==> src/cau_pkg.sv <==
`timescale 1ns / 1ps
`default_nettype none
// ----------------------------------------------------------------------------
// cau_pkg
// Shared types and constants of the complex arithmetic unit: item formats,
// opcodes and the state carried through the divider / square-root stages.
// ----------------------------------------------------------------------------
package cau_pkg;

  localparam int DATA_WIDTH = 16;
  localparam int FRAC_BITS  = 12;

  localparam int QUO_BITS  = DATA_WIDTH + 2;
  localparam int PROD_W    = 2 * DATA_WIDTH;
  localparam int MAG_W     = 2 * DATA_WIDTH - FRAC_BITS + 2;
  localparam int SQ_W      = 2 * DATA_WIDTH + 2;
  localparam int NUM_SHIFT = QUO_BITS - FRAC_BITS - 1;

  localparam logic [2:0] FUNC_ADD = 3'd0;
  localparam logic [2:0] FUNC_SUB = 3'd1;
  localparam logic [2:0] FUNC_MUL = 3'd2;
  localparam logic [2:0] FUNC_DIV = 3'd3;
  localparam logic [2:0] FUNC_MAG = 3'd4;

  typedef struct packed {
    logic [2:0]                   func;
    logic signed [DATA_WIDTH-1:0] a_re;
    logic signed [DATA_WIDTH-1:0] a_im;
    logic signed [DATA_WIDTH-1:0] b_re;
    logic signed [DATA_WIDTH-1:0] b_im;
  } in_item_t;

  typedef struct packed {
    logic signed [DATA_WIDTH-1:0] res_re;
    logic signed [DATA_WIDTH-1:0] res_im;
    logic                         div_by_zero;
    logic                         overflow;
  } out_item_t;

  typedef struct packed {
    logic [2:0]            func;
    logic                  dz;
    logic                  neg_re;
    logic                  neg_im;
    logic [MAG_W-1:0]      mag_re;
    logic [MAG_W-1:0]      mag_im;
    logic [PROD_W-1:0]     num_re;
    logic [PROD_W-1:0]     num_im;
    logic [PROD_W-1:0]     rem_re;
    logic [PROD_W-1:0]     rem_im;
    logic [QUO_BITS-1:0]   quo_re;
    logic [QUO_BITS-1:0]   quo_im;
    logic                  big_re;
    logic                  big_im;
    logic [PROD_W-1:0]     den;
    logic [SQ_W-1:0]       sq_rem;
    logic [DATA_WIDTH-1:0] root;
  } iter_t;

endpackage
`default_nettype wire

==> src/cau_iter_stage.sv <==
`timescale 1ns / 1ps
`default_nettype none
// ----------------------------------------------------------------------------
// cau_iter_stage
// One registered step: one quotient bit for each of the two restoring
// dividers and, in the low stages, one root bit of the square root.
// ----------------------------------------------------------------------------
module cau_iter_stage #(
  parameter int STEP = 0
) (
  input  wire logic           clk,
  input  wire logic           en,
  input  wire cau_pkg::iter_t d,
  output cau_pkg::iter_t      q
);

  localparam int   PW    = cau_pkg::PROD_W;
  localparam int   QB    = cau_pkg::QUO_BITS;
  localparam int   SQW   = cau_pkg::SQ_W;
  localparam int   DW    = cau_pkg::DATA_WIDTH;
  localparam int   FB    = cau_pkg::FRAC_BITS;
  localparam logic SQ_ON = (STEP < DW);

  logic                bit_re;
  logic                bit_im;
  logic [PW:0]         trial_re;
  logic [PW:0]         trial_im;
  logic [SQW-1:0]      sq_test;
  cau_pkg::iter_t      nxt;

  generate
    if (STEP >= FB + 1) begin : g_bit
      assign bit_re = d.num_re[STEP-FB-1];
      assign bit_im = d.num_im[STEP-FB-1];
    end else begin : g_zero
      assign bit_re = 1'b0;
      assign bit_im = 1'b0;
    end
  endgenerate

  assign trial_re = {d.rem_re, bit_re};
  assign trial_im = {d.rem_im, bit_im};
  assign sq_test  = (SQW'(d.root) << (STEP + 1)) + (SQW'(1) << (2 * STEP));

  always_comb begin
    nxt = d;
    if (trial_re >= {1'b0, d.den}) begin
      nxt.rem_re = PW'(trial_re - {1'b0, d.den});
      nxt.quo_re = {d.quo_re[QB-2:0], 1'b1};
    end else begin
      nxt.rem_re = trial_re[PW-1:0];
      nxt.quo_re = {d.quo_re[QB-2:0], 1'b0};
    end
    if (trial_im >= {1'b0, d.den}) begin
      nxt.rem_im = PW'(trial_im - {1'b0, d.den});
      nxt.quo_im = {d.quo_im[QB-2:0], 1'b1};
    end else begin
      nxt.rem_im = trial_im[PW-1:0];
      nxt.quo_im = {d.quo_im[QB-2:0], 1'b0};
    end
    if (SQ_ON && (d.sq_rem >= sq_test)) begin
      nxt.sq_rem = d.sq_rem - sq_test;
      nxt.root   = d.root | (DW'(1) << STEP);
    end
  end

  always_ff @(posedge clk) begin
    if (en) begin
      q <= nxt;
    end
  end

endmodule
`default_nettype wire

==> config.mk <==
export PLATFORM = sky130hd
export DESIGN_NAME = cau_iter_stage
export DESIGN_NICKNAME = d
export VERILOG_FILES = /design/src/cau_pkg.sv /design/src/cau_iter_stage.sv
export SDC_FILE = /design/constraint.sdc
export NUM_CORES = 1
export LEC_CHECK = 0
export BUFFER_PORTS_ARGS = -buffer_cell sky130_fd_sc_hd__buf_4
export CAP_MARGIN = 0
export CELL_PAD_IN_SITES_DETAIL_PLACEMENT = 0
export CELL_PAD_IN_SITES_GLOBAL_PLACEMENT = 1
export CORE_AREA = 2 2 231 233
export CTS_BUF_LIST = sky130_fd_sc_hd__clkbuf_2
export DETAILED_ROUTE_END_ITERATION = 8
export DIE_AREA = 0 0 233 235
export PLACE_DENSITY = 0.71
export REMOVE_ABC_BUFFERS = 1
export SYNTH_ARGS = -nofsm -noshare
export SYNTH_HDL_FRONTEND = slang
export SYNTH_SLANG_ARGS = --single-unit
==> constraint.sdc <==
create_clock -name clk -period 3.1 [get_ports clk]
set_input_delay 0.31 -clock clk [delete_from_list [all_inputs] [get_ports clk]]
set_output_delay 0.31 -clock clk [all_outputs]
set_load 0.05 [all_outputs]
==> metrics.md, run 1 <==
| Metric | Value |
|---|---|
| Share of Yosys cell area claimed by the top area cell type | 0.624 |
| Placed insts | 2499 |
| Post-cts repair resize count | 0 |
| Synth Area per Inst | about 13 sq um |
| IO Port Bufs | 595 |
| Predominant post-synthesis flop cell | edfxtp_1 |
| Cells taking the most area after synthesis | edfxtp_1 62%, ha_1 7.1%, xor2_1 2.9%, a21oi_1 2.9%, a21o_1 2.6% |
| CTS hold repair buffers | about 530 |
| Placement Setup Slack | -0.324 ns |
| Summed instance area of the synthesized netlist | 14400 sq um |
| Most numerous cell in the Yosys netlist | edfxtp_1 |
| Number of synthesized flops with an enable pin | 298 |
| Tool error message | [ERROR RSZ-0060] Max buffer count reached. |
| Die span in y | 235 um |
| Sequential element share of the synthesized area | 0.624 |
| Die extent in x | 233 um |
| Max Root-Sink Buffers | 3 |
| Number of H-tree branching levels | 3 |
| Total of flip-flops plus latches after synthesis | 298 |
| Std-Cell Rows | 84 |
| Clock root buffer | clkbuf_2 |
| Top Ports | 598 |
| HPWL Detailed | 42700 um |
| Number of instances in the synthesized netlist | 1116 |
| Most frequent cells after synthesis | 298 x edfxtp_1, 88 x nand2_1, 83 x a21oi_1, 81 x ha_1, 68 x nor2_1 |
| Unique cell type count in the Yosys netlist | 68 |
| Total of warnings raised by yosys | 0 |
| Starting density of the core | 0.275 |
| Post-CTS repair timing setup buffer count | 0 |
| Final weighted congestion in routability-driven placement | 0.881 |
| CTS Buf Count | 82 |
| Result of the run | stopped before the end |
| Cell taking the most area after synthesis | edfxtp_1 |
| Post-synthesis async set-or-reset flop share | 0 |
| Step where the flow halted | clock tree synthesis (4_1_cts) |
| Number of sinks handled by clock tree synthesis | 298 |
## stage by stage
stage | instance area, sq um | hold WS [ns]
after global placement | 20700 | 0.489
after detailed placement | 20700 | 0.489
after floorplan | 14200 | 0.409
## cell families after synthesis
logic type	count (synthesis)	share of synthesized area
flip-flops	298	0.624
AND/OR/NAND/NOR	251	0.0839
buffers and inverters	94	0.0254
XOR/XNOR	86	0.0525
multiplexers	11	0.00846
adder cells (fa/ha/maj)	84	0.0748
AO/OA/AOI/OAI	292	0.131
==> run 2: changes to the inputs <==
==> config.mk (replaced) <==
export PLATFORM = sky130hd
export DESIGN_NAME = cau_iter_stage
export DESIGN_NICKNAME = d
export VERILOG_FILES = /design/src/cau_pkg.sv /design/src/cau_iter_stage.sv
export SDC_FILE = /design/constraint.sdc
export NUM_CORES = 1
export LEC_CHECK = 0
export BUFFER_PORTS_ARGS = -buffer_cell sky130_fd_sc_hd__buf_4
export CAP_MARGIN = 0
export CORE_AREA = 2 2 230 232
export DETAILED_ROUTE_END_ITERATION = 8
export DIE_AREA = 0 0 232 234
export PLACE_DENSITY_LB_ADDON = 0.15
export REMOVE_ABC_BUFFERS = 1
export SYNTH_ARGS = -nofsm -noshare
export SYNTH_HDL_FRONTEND = slang
export SYNTH_SLANG_ARGS = --single-unit
==> constraint.sdc (replaced) <==
create_clock -name clk -period 4 [get_ports clk]
set_input_delay 0.4 -clock clk [delete_from_list [all_inputs] [get_ports clk]]
set_output_delay 0.4 -clock clk [all_outputs]
set_load 0.05 [all_outputs]
==> metrics.md, run 2 <==
| Metric | Value |
|---|---|
| Wire length of the first global-routing pass | about 72000 um |
| Final Total Pwr | about 10 mW |
| Die span in y | 234 um (was 235 um) |
| Nets@finish | 2222 |
| Largest register FFs | 298 |
| Cells taking the most area after synthesis | edfxtp_1 62%, ha_1 7.1%, xor2_1 2.9%, a21oi_1 2.9%, a21o_1 2.6% (unchanged) |
| Most frequent cells after synthesis | 298 x edfxtp_1, 88 x nand2_1, 83 x a21oi_1, 81 x ha_1, 68 x nor2_1 (unchanged) |
| CP required | 4.29 ns |
| GR Util met2 | 0.319 |
| Reg with most FFs | q |
| DRC marker count from the first detailed-route iteration | 543 |
| Transition time at the pin with the least slew margin | 0.680 ns |
| Number of sinks handled by clock tree synthesis | 298 (unchanged) |
| Category of the worst setup path launch point | input port |
| Area delta synth->final | 53.3% |
| Summed instance area of the synthesized netlist | 14400 sq um (unchanged) |
| Number of pins exceeding their max-slew limit in the final report | 0 |
| Final Hold Viols | 0 |
| Highest clock frequency the design can meet | between 300 and 400 MHz |
| Total of max-cap violations | 0 |
| Sequential element share of the synthesized area | 0.624 (unchanged) |
| Starting density of the core | 0.276 (was 0.275) |
| Post-detailed-route DRC marker count | 0 |
| Setup CP Type | in -> reg |
| Sort of element at the end of the critical path | register |
| Number of synthesized flops with an enable pin | 298 (unchanged) |
| Tightest Hold Check Type | in -> reg |
| Total of warnings raised by yosys | 0 (unchanged) |
| Via count of the first global-routing pass | roughly 12000 |
| Max Root-Sink Buffers | 3 (unchanged) |
| Worst hold margin | 0.0397 ns |
| Total power density per cell area | 468 nW/um^2 |
| Most numerous cell in the Yosys netlist | edfxtp_1 (unchanged) |
| Cell taking the most area after synthesis | edfxtp_1 (unchanged) |
| Arrival @ worst endpoint | 3.46 ns |
| Number of H-tree branching levels | 2 (was 3) |
| CP max FO | 5 |
| Layer with the highest usage | met2 |
| Total of fill cells in the finished design | 4944 |
| IO Port Bufs | 595 (unchanged) |
| Total die area | ~54000 sq um |
| Commonest non-fill, non-tap cell in the layout | buf_4 |
| Source of the critical timing path | d[52] |
| Total of flip-flops plus latches after synthesis | 298 (unchanged) |
| Number of instances in the synthesized netlist | 1116 (unchanged) |
| Synth Area per Inst | 12.9 sq um (unchanged) |
| Commonest non-fill, non-tap cells in the layout | 602 x buf_4, 298 x edfxtp_1, 104 x dlygate4sd3_1 |
| Post-CTS repair timing setup buffer count | 0 (unchanged) |
| HPWL Detailed | 39800 um (was 42700 um) |
| Result of the run | finished clean (was stopped before the end) |
| Final worst path period need | between 3 and 4 ns |
| Clock transition at the register clock pins on the worst setup and hold paths after CTS | 0.06 ns |
| Clock root buffer | clkbuf_16 (was clkbuf_2) |
| Post-route fraction of the period consumed by the critical path | 0.791 |
| Unrepaired setup endpoints after global routing | no |
| Predominant post-synthesis flop cell | edfxtp_1 (unchanged) |
| Share of layout cells above drive strength 1 | 0.360 |
| Number of routed nets with antenna violations | 0 |
| Cell type of the slowest stage on the worst timing path | a211oi_1 |
| Die extent in x | 232 um (was 233 um) |
| Antenna violations before repair | 6 |
| Leakage power | 9.42 nW |
| Top Ports | 598 (unchanged) |
| Pin count of the biggest net entering global routing | 97 |
| Final setup viols | 0 |
| CTS tree | built |
| Crit-path cells | buf_4, inv_1, ha_1, nor2b_1, o2111ai_1, a21oi_1, o211ai_1, a31oi_1, a211oi_1, o21ai_0, xor2_1, mux2_1 |
| Global routing usage on met1 | 0.205 |
| CTS Buf Count | 37 (was 82) |
| Vias | 11595 |
| Post-synthesis async set-or-reset flop share | 0 (unchanged) |
| Core region area | 52000 sq um |
| Hold path startpoint | d[117] |
| Share of Yosys cell area claimed by the top area cell type | 0.624 (unchanged) |
| Worst slew margin | 0.543 |
| Number of iterations in the first detailed-routing pass | 5 |
| Unique cell type count in the Yosys netlist | 68 (unchanged) |
| Top flop regs | q: 298 flops |
| Final weighted congestion in routability-driven placement | 0.839 (was 0.881) |
| Final wirelength | 50500 um |
| Peak per-stage delay on the critical path | 0.50 ns |
| Global routing met3 resource utilization | 0.0451 |
| Maximum VDD drop | just over 0.3 mV |
| Average detailed-routed wire length per instance | 19.8 um |
| Std-Cell Rows | 84 (unchanged) |
| Tot GR Track Use | 0.176 |
| Drt via density | 4.54 |
| Remaining global-route overflow | 0 |
## run 2: cell counts after synthesis
No cell type changed its count.
## run 2: path summary, 6_finish.rpt
check / end / cells past startpoint
min: q[118] / 1
max: q[182] / 12
## run 2: cells by family after synthesis
group / Yosys count / share of synthesized area
mux: 11 / 0.00846
fa+ha+maj: 84 / 0.0748
buf+inv: 94 / 0.0254
simple gates: 251 / 0.0839
xor+xnor: 86 / 0.0525
compound gates: 292 / 0.131
flops: 298 / 0.624
## run 2: power breakdown
group          total [mW]  switching [mW]  internal, mW
registers            3.92          0.0932          3.82
logic                2.96            1.95          1.01
clock network        3.42            1.33          2.09
total                10.3            3.38          6.92
## run 2: final cells by class
class	count	area (sq um)	area share
timing repair buffer	712	5680	0.258
tap	688	861	0.0391
multi-input combinational	724	5050	0.230
inverter	65	244	0.0111
antenna	3	7.51	0.000341
sequential	298	8950	0.407
clock inverter	21	255	0.0116
clock buffer	45	956	0.0434
## run 2: what timing repair did
item	4_1_cts	5_1_grt
endpoints found under the hold margin	104	0
resized for setup	0	0
hold buffers	104	0
## run 2: metrics by stage
step	instances	setup slack (ns)	util	instance area (sq um)	setup TNS, ns
floorplan	1087	-3.16	-	14200	-90.33
global placement	2383	0.389	0.379	19700	0
detailed placement	2383	0.360	0.379	19700	0
CTS	2553	0.935	0.423	22000	0
global route	2556	0.703	0.423	22000	0
finish	2556	0.836	0.423	22000	0
## run 2: critical path, delay by kind of cell
kind / cells / cell delay (ns)
AOI/OAI and AO/OA: 6 / 1.93
adders and majority gates: 1 / 0.36
muxes: 1 / 0.29
and+or+nand+nor: 1 / 0.17
xor gates and xnor gates: 1 / 0.16
buffers and inverters: 2 / 0.14
## run 2: routing by layer
layer	wire length, um	part of all wire	vias to the layer above
met5	38	0.00075	-
met4	945	0.019	6
met3	3440	0.068	63
met2	26000	0.51	383
met1	20100	0.40	5495
li1	-	-	5648
Power figures use the tool's default switching activity.
==> run 3: changes to the inputs <==
==> constraint.sdc (replaced) <==
create_clock -name clk -period 2.8 [get_ports clk]
set_input_delay 0.28 -clock clk [delete_from_list [all_inputs] [get_ports clk]]
set_output_delay 0.28 -clock clk [all_outputs]
set_load 0.05 [all_outputs]
==> metrics.md, run 3 (synthesized netlist as in run 2, its figures left out) <==
| Metric | Value |
|---|---|
| CTS Buf Count | 37 (unchanged) |
| Final setup margin | 0.0358 ns (was 0.836 ns) |
| Wire length of the first global-routing pass | 77600 um (was 71700 um) |
| Cell Int Power | 10.1 mW (was 6.92 mW) |
| Result of the run | finished clean (unchanged) |
| Die span in y | 234 um (unchanged) |
| Core region area | 52000 sq um (unchanged) |
| Met2 wire length | 27300 um (was 26000 um) |
| Setup CP Type | in -> reg (unchanged) |
| Reg with most FFs | q (unchanged) |
| HPWL Detailed | 42100 um (was 39800 um) |
| Nets@finish | 2504 (was 2222) |
| Net switching power of the design | 5.04 mW (was 3.38 mW) |
| Final setup viols | 0 (unchanged) |
| Area delta synth->final | 72.3% (was 53.3%) |
| Clock power share | 0.317 (was 0.332) |
| DRC marker count from the first detailed-route iteration | 558 (was 543) |
| Placement Setup Slack | -0.515 ns (was 0.360 ns) |
| Seq pwr share | 0.369 (was 0.380) |
| Uppermost metal layer occupied by signal nets | met5 (unchanged) |
| Vias | 12724 (was 11595) |
| Sort of element at the end of the critical path | register (unchanged) |
| Starting density of the core | 0.276 (unchanged) |
| Via count of the first global-routing pass | 12882 (was 11510) |
| Category of the worst setup path launch point | input port (unchanged) |
| Largest register FFs | 298 (unchanged) |
| Number of pins exceeding their max-slew limit in the final report | 0 (unchanged) |
| Transition time at the pin with the least slew margin | 0.533 ns (was 0.680 ns) |
| Met1 WL | 21500 um (was 20100 um) |
| Final weighted congestion in routability-driven placement | 0.882 (was 0.839) |
| Std-Cell Rows | 84 (unchanged) |
| Design Area, Final | 24700 sq um (was 22000 sq um) |
| Worst slew margin | 0.645 (was 0.543) |
| Worst hold margin | 0.0310 ns (was 0.0397 ns) |
| Post-route fraction of the period consumed by the critical path | 0.987 |
| Average detailed-routed wire length per instance | 19.2 um (was 19.8 um) |
| Area post-placement | 21100 sq um (was 19700 sq um) |
| Met3 routed WL | 3510 um (was 3440 um) |
| Arrival @ worst endpoint | 3.05 ns (was 3.46 ns) |
| Clock transition at the register clock pins on the worst setup and hold paths after CTS | 0.06 ns (about the same) |
| Die extent in x | 232 um (unchanged) |
| Number of routed nets with antenna violations | 0 (unchanged) |
| Final worst path period need | 2.76 ns |
| Clock root buffer | clkbuf_16 (unchanged) |
| Number of iterations in the first detailed-routing pass | 5 (unchanged) |
| Maximum VDD drop | 0.535 mV (was 0.306 mV) |
| Highest clock frequency the design can meet | roughly 360 MHz |
| Post-detailed-route DRC marker count | 0 (unchanged) |
| Total of fill cells in the finished design | 4729 (was 4944) |
| Unrepaired setup endpoints after global routing | yes (was no) |
| Total power density per cell area | 614 nW/um^2 (was 468 nW/um^2) |
| CP required | 3.09 ns (was 4.29 ns) |
| Drt via density | 4.48 (was 4.54) |
| Final Hold Viols | 0 (unchanged) |
| Number of H-tree branching levels | 2 (unchanged) |
| Remaining global-route overflow | 0 (unchanged) |
| Top flop regs | q: 298 flops (unchanged) |
| Switching Fraction | 0.332 (was 0.328) |
| CP max FO | 8 (was 5) |
| CTS tree | built (unchanged) |
| Pin count of the biggest net entering global routing | 57 (was 97) |
| Share of layout cells above drive strength 1 | 0.416 (was 0.360) |
| Commonest non-fill, non-tap cell in the layout | buf_4 (unchanged) |
| Antenna violations before repair | 10 (was 6) |
| Final wirelength | 54400 um (was 50500 um) |
| Max Root-Sink Buffers | 3 (unchanged) |
| Tightest Hold Check Type | in -> reg (unchanged) |
| Top Ports | 598 (unchanged) |
| Commonest non-fill, non-tap cells in the layout | 763 x buf_4, 298 x edfxtp_1, 209 x dlygate4sd3_1 (was 602 x buf_4, 298 x edfxtp_1, 104 x dlygate4sd3_1) |
| IO Port Bufs | 595 (unchanged) |
| Total of max-cap violations | 0 (unchanged) |
| Total die area | 54300 sq um (unchanged) |
| Leakage power | 10.8 nW (was 9.42 nW) |
| Fraction of power consumed by combinational cells | 0.314 (was 0.287) |
| Number of sinks handled by clock tree synthesis | 298 (unchanged) |
| Tot GR Track Use | 0.190 (was 0.176) |
## run 3: cell types whose count changed in the layout (fill, tap and decap cells not counted), sizes merged
cell          change
inv               -2
diode             +5
bufbuf            +1
bufinv            -2
clkbuf            -4
dlygate4sd3     +105
buf             +171
clkinv            +5
clkinvlp          +3
dlymetal6s4s      +5
## run 3: layer usage
metal | track usage | vias to the layer above
li1 | - | 6217
met1 | 0.224 | 5975
met2 | 0.332 | 425
met3 | 0.0433 | 101
met4 | 0.0793 | 6
met5 | 0 | -
## run 3: repair_timing
| action | in CTS | in global routing |
|---|---|---|
| gates resized for setup | 0 | 68 |
| setup endpoints to repair | 0 | 86 |
| hold buffers | 214 | 0 |
| buffers inserted | 0 | 3 |
| endpoints found under the hold margin | 214 | 0 |
## run 3: final timing paths
| check | start | end | cells after the start |
|---|---|---|---|
| worst min-delay path | d[133] | q[134] | 3 |
| worst max-delay path | d[72] | q[161] | 18 |
## run 3: final cells by class
| cell class | count | area (sq um) | area share |
|---|---|---|---|
| tap | 688 | 861 | 0.0348 |
| timing repair buffer | 994 | 8170 | 0.330 |
| sequential | 298 | 8950 | 0.362 |
| multi-input combinational | 724 | 5270 | 0.213 |
| clock buffer | 41 | 962 | 0.0389 |
| inverter | 65 | 254 | 0.0103 |
| clock inverter | 25 | 241 | 0.00977 |
| antenna | 8 | 20.0 | 0.000810 |
## run 3: power groups by stage
| stage | combinational [mW] | sequential, mW | clock (mW) |
|---|---|---|---|
| CTS | 4.72 | 5.61 | 4.98 |
| floorplan | 0.994 | 7.26 | 0 |
| global placement | 4.43 | 5.69 | 0 |
| global route | 5.05 | 5.64 | 5.13 |
| detailed placement | 4.45 | 5.69 | 0 |
| finish | 4.76 | 5.60 | 4.82 |
## run 3: critical path, cell delays in order
cell	delay [ns]
dlygate4sd3_1	0.56
buf_6	0.13
inv_4	0.07
ha_4	0.20
nand2_2	0.09
nor3b_2	0.05
buf_4	0.14
nand3_4	0.08
nor4_4	0.04
buf_4	0.14
a311o_1	0.35
a21oi_2	0.12
o41ai_2	0.09
bufbuf_16	0.29
buf_8	0.15
buf_4	0.13
nor2_1	0.08
a21oi_1	0.05
## run 3: stage by stage
step / setup TNS (ns) / instances / util / power, mW
after floorplan: -157.19 / 1087 / - / 8.25
after global placement: -16.57 / 2554 / 0.405 / 10.1
after detailed placement: -19.77 / 2554 / 0.405 / 10.1
after CTS: 0 / 2834 / 0.469 / 15.3
after global routing: -0.0395 / 2842 / 0.475 / 15.8
final: 0 / 2843 / 0.475 / 15.2
